===== src/design/sfd_pkg.sv =====
// Shared types, field codes and layout constants for the status frame decoder.
package sfd_pkg;

    // Layout caps for the supported controller builds
    localparam logic [1:0] MAX_MOTORS    = 2'd3;
    localparam logic [2:0] MAX_USB_PORTS = 3'd6;

    // Byte positions and section lengths of the frame
    localparam logic [6:0] POS_MAX      = 7'd127;
    localparam logic [6:0] HEADER_END   = 7'd4;
    localparam logic [6:0] ANALOG_END   = 7'd16;
    localparam logic [6:0] GAP_END      = 7'd18;
    localparam logic [6:0] OVERRIDE_END = 7'd22;
    localparam logic [6:0] MOTOR_BASE   = 7'd30;
    localparam logic [6:0] TAIL_LEN     = 7'd8;
    localparam logic [6:0] TAIL_BYTES   = 7'd6;

    // Field ids
    localparam logic [4:0] FID_SUPPLY       = 5'd0;
    localparam logic [4:0] FID_CTRL_TEMP    = 5'd4;
    localparam logic [4:0] FID_FAN_A_OVR_EN = 5'd6;
    localparam logic [4:0] FID_FAN_B_OVR_EN = 5'd7;
    localparam logic [4:0] FID_FAN_A_OVR_ST = 5'd8;
    localparam logic [4:0] FID_FAN_B_OVR_ST = 5'd9;
    localparam logic [4:0] FID_FAN_A_TARGET = 5'd10;
    localparam logic [4:0] FID_AMBIENT_TEMP = 5'd12;
    localparam logic [4:0] FID_MIRROR_TEMP  = 5'd13;
    localparam logic [4:0] FID_MOTOR_DIR    = 5'd14;
    localparam logic [4:0] FID_MOTOR_LOAD   = 5'd15;
    localparam logic [4:0] FID_MOTOR_POS    = 5'd16;
    localparam logic [4:0] FID_POWER_SW     = 5'd17;
    localparam logic [4:0] FID_FLATBOX_DUTY = 5'd18;
    localparam logic [4:0] FID_I2C_ERRORS   = 5'd24;
    localparam logic [4:0] FID_USB_POWER    = 5'd25;
    localparam logic [4:0] FID_USB_FAIL     = 5'd26;
    localparam logic [4:0] FID_FLAP_STATE   = 5'd27;
    localparam logic [4:0] FID_VERDICT      = 5'd28;

    // Verdict codes
    localparam logic [1:0] ERR_OK         = 2'd0;
    localparam logic [1:0] ERR_LENGTH     = 2'd1;
    localparam logic [1:0] ERR_GENERATION = 2'd2;

    // Motor direction codes
    localparam logic [31:0] DIR_CW     = 32'd0;
    localparam logic [31:0] DIR_CCW    = 32'd1;
    localparam logic [31:0] DIR_HALTED = 32'd2;

    // Configuration register indexes
    localparam logic [2:0] CFG_HW_GEN       = 3'd0;
    localparam logic [2:0] CFG_IF_MAJOR     = 3'd1;
    localparam logic [2:0] CFG_IF_MINOR     = 3'd2;
    localparam logic [2:0] CFG_TEMP_MIN     = 3'd3;
    localparam logic [2:0] CFG_TEMP_MAX     = 3'd4;
    localparam logic [2:0] CFG_TEMP_NOSENSE = 3'd5;

    // Configuration as seen by the front and back ends
    typedef struct packed {
        logic [2:0]  hw_gen;
        logic [7:0]  if_major;
        logic [7:0]  if_minor;
        logic [15:0] temp_min;
        logic [15:0] temp_max;
        logic [15:0] temp_nosense;
    } sfd_cfg_t;

    // One queue entry: an optional completed field and an optional verdict
    typedef struct packed {
        logic        fld_valid;
        logic [4:0]  fld_id;
        logic [2:0]  fld_index;
        logic [31:0] fld_raw;
        logic        vrd_valid;
        logic [6:0]  vrd_count;
        logic [1:0]  vrd_err;
    } sfd_cmd_t;

endpackage


===== src/design/sfd_front.sv =====
// Front end: byte position tracking, field location and accumulation.
module sfd_front
    import sfd_pkg::*;
(
    input  logic     aclk,
    input  logic     aresetn,
    input  sfd_cfg_t cfg,
    input  logic     in_valid,
    input  logic [7:0] in_data,
    input  logic     in_end,
    input  logic     q_full,
    output logic     in_ready,
    output logic     push,
    output sfd_cmd_t push_cmd
);

    logic [6:0]  pos_reg, pos_next;
    logic [31:0] acc_reg, acc_next;

    logic       accept;
    logic       gen_ok, power, roles, digital, usbfail;
    logic [1:0] n_mot;
    logic [2:0] n_usb;
    logic [6:0] mot_len, at0, at1, at2, at3, at4, at5, flen;
    logic [6:0] q, r, off_at0, off_at2, off_at3, off_at4, p_hdr, p_ovr, p_fan;
    logic [1:0] mot_idx;
    logic       hit, first, done;
    logic [4:0] id;
    logic [2:0] idx;
    logic [31:0] acc_raw;
    logic [6:0] count;

    assign in_ready = !q_full;
    assign accept   = in_valid && in_ready;

    // Layout from the current configuration
    always_comb begin
        gen_ok  = (cfg.hw_gen >= 3'd1) && (cfg.hw_gen <= 3'd4);
        n_mot   = (cfg.hw_gen > 3'd3) ? 2'd3 : ((cfg.hw_gen > 3'd1) ? 2'd2 : 2'd1);
        if (n_mot > MAX_MOTORS) begin
            n_mot = MAX_MOTORS;
        end
        n_usb   = (cfg.hw_gen > 3'd3) ? 3'd6 : ((cfg.hw_gen > 3'd2) ? 3'd2 : 3'd0);
        if (n_usb > MAX_USB_PORTS) begin
            n_usb = MAX_USB_PORTS;
        end
        power   = cfg.hw_gen > 3'd1;
        roles   = (cfg.if_major > 8'd1) || ((cfg.if_major == 8'd1) && (cfg.if_minor >= 8'd1));
        digital = !roles;
        usbfail = cfg.hw_gen == 3'd3;

        // six bytes per motor
        mot_len = 7'({n_mot, 2'b00}) + 7'({n_mot, 1'b0});
        at0  = MOTOR_BASE + mot_len;
        at1  = at0 + (power ? 7'd2 : 7'd0);
        at2  = at1 + (digital ? 7'd4 : 7'd0);
        at3  = at2 + TAIL_LEN;
        at4  = at3 + 7'(n_usb);
        at5  = at4 + (usbfail ? 7'd2 : 7'd0);
        flen = at5 + (roles ? 7'd1 : 7'd0);
    end

    // Field location of the current byte
    always_comb begin
        p_hdr   = pos_reg - HEADER_END;
        p_ovr   = pos_reg - GAP_END;
        p_fan   = pos_reg - OVERRIDE_END;
        q       = pos_reg - MOTOR_BASE;
        off_at0 = pos_reg - at0;
        off_at2 = pos_reg - at2;
        off_at3 = pos_reg - at3;
        off_at4 = pos_reg - at4;
        mot_idx = (q >= 7'd12) ? 2'd2 : ((q >= 7'd6) ? 2'd1 : 2'd0);
        unique case (mot_idx)
            2'd2:    r = q - 7'd12;
            2'd1:    r = q - 7'd6;
            default: r = q;
        endcase

        hit   = 1'b0;
        first = 1'b1;
        done  = 1'b1;
        id    = FID_SUPPLY;
        idx   = 3'd0;
        priority if (pos_reg < HEADER_END) begin
            hit = 1'b0;
        end else if (pos_reg < ANALOG_END) begin
            // two-byte analog readings
            hit   = 1'b1;
            id    = 5'(p_hdr >> 1);
            first = !p_hdr[0];
            done  = p_hdr[0];
        end else if (pos_reg < GAP_END) begin
            hit = 1'b0;
        end else if (pos_reg < OVERRIDE_END) begin
            hit = 1'b1;
            id  = FID_FAN_A_OVR_EN + 5'(p_ovr);
        end else if (pos_reg < MOTOR_BASE) begin
            hit   = 1'b1;
            id    = FID_FAN_A_TARGET + 5'(p_fan >> 1);
            first = !p_fan[0];
            done  = p_fan[0];
        end else if (pos_reg < at0) begin
            // motor block: direction, load, 4-byte position
            hit = 1'b1;
            idx = 3'(mot_idx);
            if (r == 7'd0) begin
                id = FID_MOTOR_DIR;
            end else if (r == 7'd1) begin
                id = FID_MOTOR_LOAD;
            end else begin
                id    = FID_MOTOR_POS;
                first = r == 7'd2;
                done  = r == 7'd5;
            end
        end else if (power && (pos_reg < at1)) begin
            hit = 1'b1;
            id  = FID_POWER_SW;
            idx = off_at0[2:0];
        end else if (digital && (pos_reg < at2)) begin
            hit = 1'b0;
        end else if (pos_reg < (at2 + TAIL_BYTES)) begin
            hit = 1'b1;
            id  = FID_FLATBOX_DUTY + 5'(off_at2);
        end else if (pos_reg < at3) begin
            hit   = 1'b1;
            id    = FID_I2C_ERRORS;
            first = !off_at2[0];
            done  = off_at2[0];
        end else if (pos_reg < at4) begin
            hit = 1'b1;
            id  = FID_USB_POWER;
            idx = off_at3[2:0];
        end else if (pos_reg < at5) begin
            hit = 1'b1;
            id  = FID_USB_FAIL;
            idx = off_at4[2:0];
        end else if (roles && (pos_reg == at5)) begin
            hit = 1'b1;
            id  = FID_FLAP_STATE;
        end else begin
            hit = 1'b0;
        end
    end

    // Accumulator, position and queue entry
    always_comb begin
        acc_raw  = first ? {24'd0, in_data} : {acc_reg[23:0], in_data};
        count    = (pos_reg < POS_MAX) ? (pos_reg + 7'd1) : POS_MAX;

        push_cmd.fld_valid = gen_ok && hit && done;
        push_cmd.fld_id    = id;
        push_cmd.fld_index = idx;
        push_cmd.fld_raw   = acc_raw;
        push_cmd.vrd_valid = in_end;
        push_cmd.vrd_count = count;
        if (!gen_ok) begin
            push_cmd.vrd_err = ERR_GENERATION;
        end else if (count != flen) begin
            push_cmd.vrd_err = ERR_LENGTH;
        end else begin
            push_cmd.vrd_err = ERR_OK;
        end

        push = accept && (push_cmd.fld_valid || in_end);

        acc_next = acc_reg;
        pos_next = pos_reg;
        if (accept) begin
            if (gen_ok && hit) begin
                acc_next = done ? 32'd0 : acc_raw;
            end
            if (in_end) begin
                acc_next = 32'd0;
                pos_next = 7'd0;
            end else if (pos_reg < POS_MAX) begin
                pos_next = pos_reg + 7'd1;
            end
        end
    end

    always_ff @(posedge aclk) begin
        if (!aresetn) begin
            pos_reg <= 7'd0;
            acc_reg <= 32'd0;
        end else begin
            pos_reg <= pos_next;
            acc_reg <= acc_next;
        end
    end

endmodule


===== src/design/sfd_queue.sv =====
// Short register queue of decoded entries between front and back ends.
module sfd_queue
    import sfd_pkg::*;
#(
    parameter int DEPTH = 4
) (
    input  logic     aclk,
    input  logic     aresetn,
    input  logic     push,
    input  sfd_cmd_t push_cmd,
    output logic     full,
    input  logic     pop,
    output logic     head_valid,
    output sfd_cmd_t head
);

    localparam int PTR_W = (DEPTH > 1) ? $clog2(DEPTH) : 1;
    localparam int CNT_W = $clog2(DEPTH + 1);
    localparam logic [PTR_W-1:0] LAST_PTR = PTR_W'(DEPTH - 1);
    localparam logic [CNT_W-1:0] FULL_CNT = CNT_W'(DEPTH);

    sfd_cmd_t          mem_reg [DEPTH];
    logic [PTR_W-1:0]  wr_ptr_reg, wr_ptr_next;
    logic [PTR_W-1:0]  rd_ptr_reg, rd_ptr_next;
    logic [CNT_W-1:0]  count_reg, count_next;

    assign full       = count_reg == FULL_CNT;
    assign head_valid = count_reg != '0;
    assign head       = mem_reg[rd_ptr_reg];

    // Pointer and fill count update
    always_comb begin
        wr_ptr_next = wr_ptr_reg;
        rd_ptr_next = rd_ptr_reg;
        count_next  = count_reg;
        if (push) begin
            wr_ptr_next = (wr_ptr_reg == LAST_PTR) ? '0 : (wr_ptr_reg + 1'b1);
        end
        if (pop) begin
            rd_ptr_next = (rd_ptr_reg == LAST_PTR) ? '0 : (rd_ptr_reg + 1'b1);
        end
        if (push && !pop) begin
            count_next = count_reg + 1'b1;
        end else if (pop && !push) begin
            count_next = count_reg - 1'b1;
        end
    end

    always_ff @(posedge aclk) begin
        if (!aresetn) begin
            wr_ptr_reg <= '0;
            rd_ptr_reg <= '0;
            count_reg  <= '0;
        end else begin
            wr_ptr_reg <= wr_ptr_next;
            rd_ptr_reg <= rd_ptr_next;
            count_reg  <= count_next;
        end
    end

    // Entry storage
    always_ff @(posedge aclk) begin
        if (push) begin
            mem_reg[wr_ptr_reg] <= push_cmd;
        end
    end

endmodule


===== src/design/sfd_back.sv =====
// Back end: value conversion, plausibility check and the result output register.
module sfd_back
    import sfd_pkg::*;
(
    input  logic        aclk,
    input  logic        aresetn,
    input  sfd_cfg_t    cfg,
    input  logic        head_valid,
    input  sfd_cmd_t    head,
    output logic        pop,
    output logic        m_valid,
    input  logic        m_ready,
    output logic [4:0]  m_field_id,
    output logic [2:0]  m_field_index,
    output logic signed [31:0] m_field_value,
    output logic        m_plausible,
    output logic [1:0]  m_error_code,
    output logic        m_last
);

    logic        valid_reg, valid_next;
    logic        phase_reg, phase_next;
    logic [4:0]  id_reg, id_next;
    logic [2:0]  index_reg, index_next;
    logic [31:0] value_reg, value_next;
    logic        plaus_reg, plaus_next;
    logic [1:0]  err_reg, err_next;
    logic        last_reg, last_next;

    logic        load;
    logic        send_fld;
    logic [31:0] fld_val;
    logic        fld_plaus;
    logic        is_flag;

    assign m_valid       = valid_reg;
    assign m_field_id    = id_reg;
    assign m_field_index = index_reg;
    assign m_field_value = signed'(value_reg);
    assign m_plausible   = plaus_reg;
    assign m_error_code  = err_reg;
    assign m_last        = last_reg;

    // Value conversion by field kind
    always_comb begin
        is_flag = (head.fld_id == FID_FAN_A_OVR_EN) || (head.fld_id == FID_FAN_B_OVR_EN)
               || (head.fld_id == FID_FAN_A_OVR_ST) || (head.fld_id == FID_FAN_B_OVR_ST)
               || (head.fld_id == FID_POWER_SW) || (head.fld_id == FID_USB_POWER)
               || (head.fld_id == FID_USB_FAIL);
        fld_val = head.fld_raw;
        if (head.fld_id == FID_CTRL_TEMP) begin
            fld_val = {{16{head.fld_raw[15]}}, head.fld_raw[15:0]};
        end else if (is_flag) begin
            fld_val = {31'd0, head.fld_raw != 32'd0};
        end else if (head.fld_id == FID_MOTOR_DIR) begin
            if (head.fld_raw == 32'd0) begin
                fld_val = DIR_CW;
            end else if (head.fld_raw == 32'd1) begin
                fld_val = DIR_CCW;
            end else begin
                fld_val = DIR_HALTED;
            end
        end
        // temperature fields are two bytes, upper half always zero
        fld_plaus = ((head.fld_id == FID_AMBIENT_TEMP) || (head.fld_id == FID_MIRROR_TEMP))
                 && (head.fld_raw[15:0] != cfg.temp_nosense)
                 && (head.fld_raw[15:0] >= cfg.temp_min)
                 && (head.fld_raw[15:0] <= cfg.temp_max);
    end

    // Output register: field beat first, verdict beat second
    always_comb begin
        load       = !valid_reg || m_ready;
        send_fld   = head.fld_valid && !phase_reg;
        valid_next = valid_reg && !m_ready;
        phase_next = phase_reg;
        id_next    = id_reg;
        index_next = index_reg;
        value_next = value_reg;
        plaus_next = plaus_reg;
        err_next   = err_reg;
        last_next  = last_reg;
        pop        = 1'b0;
        if (head_valid && load) begin
            valid_next = 1'b1;
            if (send_fld) begin
                id_next    = head.fld_id;
                index_next = head.fld_index;
                value_next = fld_val;
                plaus_next = fld_plaus;
                err_next   = ERR_OK;
                last_next  = !head.vrd_valid;
                phase_next = head.vrd_valid;
                pop        = !head.vrd_valid;
            end else begin
                id_next    = FID_VERDICT;
                index_next = 3'd0;
                value_next = {25'd0, head.vrd_count};
                plaus_next = 1'b0;
                err_next   = head.vrd_err;
                last_next  = 1'b1;
                phase_next = 1'b0;
                pop        = 1'b1;
            end
        end
    end

    always_ff @(posedge aclk) begin
        if (!aresetn) begin
            valid_reg <= 1'b0;
            phase_reg <= 1'b0;
        end else begin
            valid_reg <= valid_next;
            phase_reg <= phase_next;
        end
    end

    always_ff @(posedge aclk) begin
        id_reg    <= id_next;
        index_reg <= index_next;
        value_reg <= value_next;
        plaus_reg <= plaus_next;
        err_reg   <= err_next;
        last_reg  <= last_next;
    end

endmodule


===== src/design/status_frame_decoder.sv =====
// Top level of the status frame decoder: configuration registers and the three stages.
// An accepted byte's first result is queued, then loaded into the output register.
// Throughput: one byte per cycle unless the queue is full; a frame's last byte
// completing a field needs two output beats, absorbed by the QUEUE_DEPTH-entry queue.
// Reset (aresetn low, synchronous): configuration returns to its defaults,
// byte position and accumulator clear, the queue and the output register empty.
module status_frame_decoder
    import sfd_pkg::*;
#(
    parameter int QUEUE_DEPTH = 4
) (
    input  logic        aclk,
    input  logic        aresetn,
    input  logic        cfg_wr_en,
    input  logic [2:0]  cfg_index,
    input  logic [15:0] cfg_wdata,
    input  logic        s_valid,
    output logic        s_ready,
    input  logic [7:0]  s_data_byte,
    input  logic        s_frame_end,
    output logic        m_valid,
    input  logic        m_ready,
    output logic [4:0]  m_field_id,
    output logic [2:0]  m_field_index,
    output logic signed [31:0] m_field_value,
    output logic        m_plausible,
    output logic [1:0]  m_error_code,
    output logic        m_last
);

    sfd_cfg_t cfg_reg, cfg_next;
    logic     push, q_full, pop, head_valid;
    sfd_cmd_t push_cmd, head;

    // Configuration write decode
    always_comb begin
        cfg_next = cfg_reg;
        if (cfg_wr_en) begin
            unique case (cfg_index)
                CFG_HW_GEN:       cfg_next.hw_gen       = cfg_wdata[2:0];
                CFG_IF_MAJOR:     cfg_next.if_major     = cfg_wdata[7:0];
                CFG_IF_MINOR:     cfg_next.if_minor     = cfg_wdata[7:0];
                CFG_TEMP_MIN:     cfg_next.temp_min     = cfg_wdata;
                CFG_TEMP_MAX:     cfg_next.temp_max     = cfg_wdata;
                CFG_TEMP_NOSENSE: cfg_next.temp_nosense = cfg_wdata;
                default:          cfg_next = cfg_reg;
            endcase
        end
    end

    always_ff @(posedge aclk) begin
        if (!aresetn) begin
            cfg_reg.hw_gen       <= 3'd2;
            cfg_reg.if_major     <= 8'd1;
            cfg_reg.if_minor     <= 8'd0;
            cfg_reg.temp_min     <= 16'd0;
            cfg_reg.temp_max     <= 16'hFFFF;
            cfg_reg.temp_nosense <= 16'hFFFF;
        end else begin
            cfg_reg <= cfg_next;
        end
    end

    // Byte tracking and field location
    sfd_front u_front (
        .aclk     (aclk),
        .aresetn  (aresetn),
        .cfg      (cfg_reg),
        .in_valid (s_valid),
        .in_data  (s_data_byte),
        .in_end   (s_frame_end),
        .q_full   (q_full),
        .in_ready (s_ready),
        .push     (push),
        .push_cmd (push_cmd)
    );

    // Decoupling queue
    sfd_queue #(
        .DEPTH (QUEUE_DEPTH)
    ) u_queue (
        .aclk       (aclk),
        .aresetn    (aresetn),
        .push       (push),
        .push_cmd   (push_cmd),
        .full       (q_full),
        .pop        (pop),
        .head_valid (head_valid),
        .head       (head)
    );

    // Conversion and result output
    sfd_back u_back (
        .aclk          (aclk),
        .aresetn       (aresetn),
        .cfg           (cfg_reg),
        .head_valid    (head_valid),
        .head          (head),
        .pop           (pop),
        .m_valid       (m_valid),
        .m_ready       (m_ready),
        .m_field_id    (m_field_id),
        .m_field_index (m_field_index),
        .m_field_value (m_field_value),
        .m_plausible   (m_plausible),
        .m_error_code  (m_error_code),
        .m_last        (m_last)
    );

endmodule

===== config.mk =====
export PLATFORM = sky130hd
export DESIGN_NAME = status_frame_decoder
export DESIGN_NICKNAME = d
export VERILOG_FILES = /design/src/design/sfd_pkg.sv /design/src/design/sfd_front.sv /design/src/design/sfd_queue.sv /design/src/design/sfd_back.sv /design/src/design/status_frame_decoder.sv
export SDC_FILE = /design/constraint.sdc
export NUM_CORES = 1
export LEC_CHECK = 0
export BUFFER_PORTS_ARGS = -buffer_cell sky130_fd_sc_hd__buf_2
export CELL_PAD_IN_SITES_DETAIL_PLACEMENT = 1
export CELL_PAD_IN_SITES_GLOBAL_PLACEMENT = 2
export CORE_UTILIZATION = 46
export CTS_CLUSTER_DIAMETER = 60
export DETAILED_ROUTE_END_ITERATION = 8
export PLACE_DENSITY = 0.87
export SYNTH_ARGS = -nofsm -noshare
export SYNTH_HDL_FRONTEND = slang
export SYNTH_SLANG_ARGS = --single-unit

===== constraint.sdc =====
create_clock -name aclk -period 19.5 [get_ports aclk]
set_input_delay 0.975 -clock aclk [delete_from_list [all_inputs] [get_ports aclk]]
set_output_delay 0.975 -clock aclk [all_outputs]
set_load 0.05 [all_outputs]

### Yosys cells after proc, flatten, opt, wreduce, memory -nomap -nowiden

Memory sizes are Yosys's and may differ from the RTL's. A register that Yosys moved wholly into a read port is not among the register bits.
Index checks and enable logic that the tools add are counted.

* register bits: 151
* RAM bits: 204
* input bits: 33
* output and inout port bits: 46
* word-level logic and storage cells: 262
* memories: 1

* add/sub/neg operators: 27
* order comparisons: 26
* equal/unequal tests: 30
* multiplexer cells: 104
* reductions and logical operators: 54

Memory list
* u_queue.mem_reg: depth 4, bits a word 51, read ports 1, clocked after memory_dff 1, wr ports 1, RTL line sfd_queue.sv:22 `sfd_cmd_t mem_reg [DEPTH];`

Operators by type and width (count)
* $mux 32: 5
* $mux 5: 15
* $mux 24: 3
* $mux 3: 17
* $lt 7x7->1: 7
* $mux 1: 46
* $eq 32x1->1 const B: 1
* $logic_not 32->1: 1
* $reduce_bool 32->1: 1
* $lt 7x5->1 const B: 4
* $mux 7: 4
* $mux 2: 13
* $eq 5x4->1 const B: 5
* $logic_and 1x1->1: 17
* $ge 16x16->1: 1
* $le 16x16->1: 1
* $ne 16x16->1: 1
* $reduce_and 2->1: 8
* $eq 5x3->1 const B: 3
* $eq 5x5->1 const B: 3
* $add 7x2->7: 2
* $add 7x3->7: 2
* $pmux 7 s2: 1
* $logic_not 1->1: 11
* 48 further kinds: 69

### Depth between registers and ports, before layout

* depth after elaboration: 35
* gate-level depth with buffers: 28
* gate-level depth less buffers: 26

### Cells and area by module

From an unflattened synthesis, not the netlist that was laid out.

* cell total of the unflattened synthesis: 1353
* area, all modules: 17553.1 um^2

By module, submodules not included
* sfd_queue: instances 1, cells each 311, area each 7877.6 um^2, seq. area each 6306.0 um^2
* sfd_front: instances 1, cells each 493, area each 3968.8 um^2, seq. area each 620.6 um^2
* sfd_back: instances 1, cells each 291, area each 3019.1 um^2, seq. area each 1361.3 um^2
* status_frame_decoder: instances 1, cells each 258, area each 2687.6 um^2, seq. area each 1341.3 um^2

### Worst setup path after synthesis

OpenSTA, ideal clock, no wires.

* kind: register -> register
* start: register cfg_reg[66] in the netlist's numbering
* end: memory u_queue.mem_reg[0][0] in the netlist's numbering, enable pin
* setup time: 414 ps
* data arrival time: 6517 ps
* required time: 19086 ps
* setup slack: 12569 ps
* stages on the path, launching flop included: 24
* buffers on the path: 2
* period minus slack after synthesis: 6931 ps
* path through: dfxtp_1 clkbuf_1 nor2b_1 clkbuf_1 inv_1 ha_1 ha_1 ha_1 xor2_1 ha_1 xor3_1 xnor2_1 inv_1 or3_1 xnor2_1 ha_1 nand3_1 a21oi_1 a211oi_1 nor4b_4 a21o_1 a211o_2 o31ai_2 and2_1

* cells in the longest elaborated chain, start to end: 33
* elaborated cells between the ends (all ways): 65
* classes of those cells: add/sub (8); order compare (14); eq/ne (2); mux (33); reduce/logical (8)

Ends and longest elaborated chain
* start, declared: RTL line status_frame_decoder.sv:31 `sfd_cfg_t cfg_reg, cfg_next;`
* start signal, assigned: RTL line status_frame_decoder.sv:60 `cfg_reg <= cfg_next;`
* branches (longest 28 deep; another with $add 7x2->7)
* $logic_and 1x1->1 *: RTL line sfd_front.sv:151 `push_cmd.fld_valid = gen_ok && hit && done;`
* $logic_or 1x1->1 *: RTL line sfd_front.sv:165 `push = accept && (push_cmd.fld_valid || in_end);`
* $logic_and 1x1->1 *: RTL line sfd_front.sv:165
* via push: RTL line status_frame_decoder.sv:32 `logic push, q_full, pop, head_valid;`
* $mux 1 *: RTL line sfd_queue.sv:63 `if (push) begin`
* $mux 1 (implied by the code) *: RTL line sfd_queue.sv:64 `mem_reg[wr_ptr_reg] <= push_cmd;`
* end, declared: RTL line sfd_queue.sv:22

Mark *: on every way through the listed nets, which the timed path passes.

### Final worst setup path

* start: register cfg_reg[59] in the netlist's numbering
* end: register u_queue.count_reg[2]

* cells in the longest elaborated chain, start to end: 30
* elaborated cells between the ends (all ways): 51
* classes of those cells: add/sub (5); order compare (6); eq/ne (2); mux (25); reduce/logical (13)

Ends and longest elaborated chain
* branches (longest 2 deep; another with $gt 8x1->1)
* $logic_or 1x1->1 *: RTL line sfd_front.sv:48 `roles = (cfg.if_major > 8'd1) || ((cfg.if_major == 8'd1) && (cfg.if_minor >= 8'd1));`
* branches (longest 21 deep; another with $add 7x3->7)
* $logic_and 1x1->1 *: RTL line sfd_front.sv:151
* $logic_or 1x1->1 *: RTL line sfd_front.sv:165
* $logic_and 1x1->1 *: RTL line sfd_front.sv:165
* via push: RTL line status_frame_decoder.sv:32
* $logic_not 1->1: RTL line sfd_queue.sv:44 `end else if (pop && !push) begin`
* $logic_and 1x1->1: RTL line sfd_queue.sv:44
* $reduce_bool 2->1 (no source line)
* end signal, assigned: RTL line sfd_queue.sv:57 `count_reg <= count_next;`
* end, declared: RTL line sfd_queue.sv:25 `logic [CNT_W-1:0] count_reg, count_next;`

Marked as above.
A chain may end at the register's enable or synchronous reset.

==> flow_summary.yaml <==
worst_hold_path:
  min_from: "cfg_reg[54]"
  hold_class: "reg2reg"
placement:
  place.gp.congestion: 0.826
  dp_hpwl_um: 31100
  io_buffers: 78
yosys:
  synth-xor-area-share: 0.0323
  synthAdderAreaFrac: 0.0736
  synth-edff-count: 248
  synth-seq-cells: 357
  synth-seq-area-share: 0.567
  async_flop_share: 0
  ys.flop_type: "edfxtp_1"
  synth_cell_types: 73
  mappedNetlistArea_um2: 17000
  synth_top_family_by_area: "simple AND/OR/NAND/NOR gates"
  synthSimpleGateAreaFrac: 0.119
  syn_avg_cell_area_um2: 12.2
  synth_compound_area_frac: 0.0994
  yosysWarnings: 0
  syn_inst: 1393
  syn-num-nets: 1524
  muxShareOfSynthArea: 0.0748
floorplanning:
  coreArea_um2: 36500
  die_y_um: 194
  die-area_um2: 37700
  ios: 79
  die_w_um: 194
  initial_core_util: 0.465
  num_rows: 70
worst_setup_path:
  cp_max_fo: 9
  r2r_start: "cfg_reg[59]"
  cpMaxStageDelayCell: "a211oi_1"
  start_kind: "register"
  cp_common_cell: "ha_1"
  required_ps: 19970
  crit_path_end_kind: "register"
  critPathLaunch: "cfg_reg[59]"
  worstSetupPathType: "reg2reg"
  slowest_delay_ps: 560
  arrival_ps: 7970
clock_network:
  cts_buffers: 40
  path_clk_slew_ps: 60
  clock-sinks: 357
  root_buffer: "clkbuf_16"
  insertion_delay_ps: 550
  cts-resized-gates: 0
  ctsHoldBuffers: 0
  tritoncts: "done"
  cts.path.max_buffers: 3
  htree_levels: 2
  postCtsSetupBuffers: 0
sta:
  finalMaxSlewViolations: 0
  worst_slew_margin_rel: 0.215
  finalSetupViolCount: 0
  final.setup_skew_ps: 21.7
  worstMarginPinSlew_ps: 1170
  period_minus_slack_ps: 7510
  rsz0062_at_grt: "false"
  max_freq_mhz: 133
  finalCritPeriodShare: 0.385
  setup_tns_ps: 0
  hold_ws_ps: 450
  finalHoldViolCount: 0
finish:
  final_cell_mix: "248 x edfxtp_1, 167 x nand2_1, 107 x dfxtp_1"
  nNetsFinal: 1595
  post_route_cells_drive_above_1_share: 0.161
  post-route-util: 0.523
  n_antenna_cell: 0
  largest_reg_flops: 204
  final_common_cell: "edfxtp_1"
  fillers: 3752
  syn_to_final_growth_pct: 12.3
power_and_ir_drop:
  ir_drop_mv: 0.0887
  leakage_nw: 7.32
  p_per_area_nw_per_um2: 127
route:
  drt-pass1-iter-count: 5
  routed_wl_um: 46100
  viasPerCell: 5.84
  post-route-drc-count: 0
  drtIter0Drc: 716
  vias: 11460
  antenna_left: 0
  wl_per_cell_um: 23.5
run:
  drv_cap: 0
global_route:
  grt_pass1_wl_um: 72200
  busiest_layer: "met2"
  grt_usage: 0.250
  grt_util_met3: 0.0367
  grt_use_met1: 0.334
  grt_pass1_vias: 12208
  overflow: 0
  grt_util_met2: 0.423
  grt_max_degree: 52
  antenna_found_initial: 0
status:
  status: "finished clean"
path summary, 6_finish.rpt:
check                                       endpoint  slack [ps]  depth (start not counted)
worst min-delay path                     cfg_reg[54]         450                          2
worst min register to register           cfg_reg[54]         450                          2
worst max-delay path            u_queue.count_reg[2]       11990                         26
worst max register to register  u_queue.count_reg[2]       11990                         26
critical path, delay by kind of cell (launching register included):
| family | cells | cell delay, ps |
|---|---|---|
| AND/OR/NAND/NOR | 7 | 1990 |
| AO/OA/AOI/OAI | 6 | 1860 |
| adder cells (fa/ha/maj) | 6 | 1640 |
| XOR/XNOR | 5 | 1470 |
| flip-flops | 1 | 310 |
| buffers and inverters | 2 | 160 |
area by class of cell:
class,instances,area (um^2),share of cell area
multi-input combinational,892,6810,0.357
clock inverter,23,173,0.00904
timing repair buffer,98,541,0.0283
tap,468,586,0.0307
clock buffer,50,1070,0.0560
sequential,357,9630,0.505
inverter,75,282,0.0147
metal layers:
metal	vias to the layer above	share of wire
li1	5270	-
met5	-	0
met3	78	0.043
met4	0	0.024
met2	265	0.49
met1	5847	0.44
where the power goes:
group / total (W) / switching, W / internal, W
registers: 0.000967 / 0.0000526 / 0.000915
logic: 0.000744 / 0.000509 / 0.000234
clock network: 0.000712 / 0.000306 / 0.000406
Yosys cell counts (5+ instances only):
cell / count / area (um^2)
buf_2: 9 / 45.0
nand4_1: 12 / 75.1
xor2_1: 34 / 298
nor2b_1: 13 / 81.3
ha_1: 96 / 1200
a22o_1: 30 / 263
a31oi_1: 5 / 31.3
nand2b_1: 10 / 62.6
and3_1: 9 / 56.3
nor4_1: 13 / 81.3
inv_1: 75 / 282
dfxtp_1: 109 / 2180
edfxtp_1: 248 / 7450
and2_1: 47 / 294
a211oi_1: 6 / 45.0
nor3_1: 18 / 90.1
or2_2: 11 / 68.8
a21oi_1: 98 / 490
mux2i_1: 10 / 100
o211ai_1: 25 / 188
mux4_2: 51 / 1150
o21a_1: 8 / 60.1
or3_1: 9 / 56.3
nand3_1: 32 / 160
o21ai_0: 31 / 155
xnor2_1: 26 / 228
a21o_1: 10 / 75.1
nand2_1: 167 / 627
clkbuf_1: 53 / 199
o2111ai_1: 5 / 43.8
nor2_1: 54 / 203
stage by stage:
step / power (W) / setup slack (ps) / area [um^2] / cells
detailed placement: 0.00173 / 12120 / 17900 / 1890
finish: 0.00242 / 11990 / 19100 / 1963
global placement: 0.00170 / 12250 / 17900 / 1890
CTS: 0.00244 / 12050 / 19100 / 1963
floorplan: 0.00150 / 12570 / 17000 / 1393
global route: 0.00253 / 11510 / 19100 / 1963
logic make-up after synthesis:
family | count (synthesis)
AO/OA/AOI/OAI | 255
XOR/XNOR | 61
adder cells (fa/ha/maj) | 99
buffers and inverters | 144
flip-flops | 357
multiplexers | 63
AND/OR/NAND/NOR | 414
No activity file was read; power rests on OpenSTA's default activity.
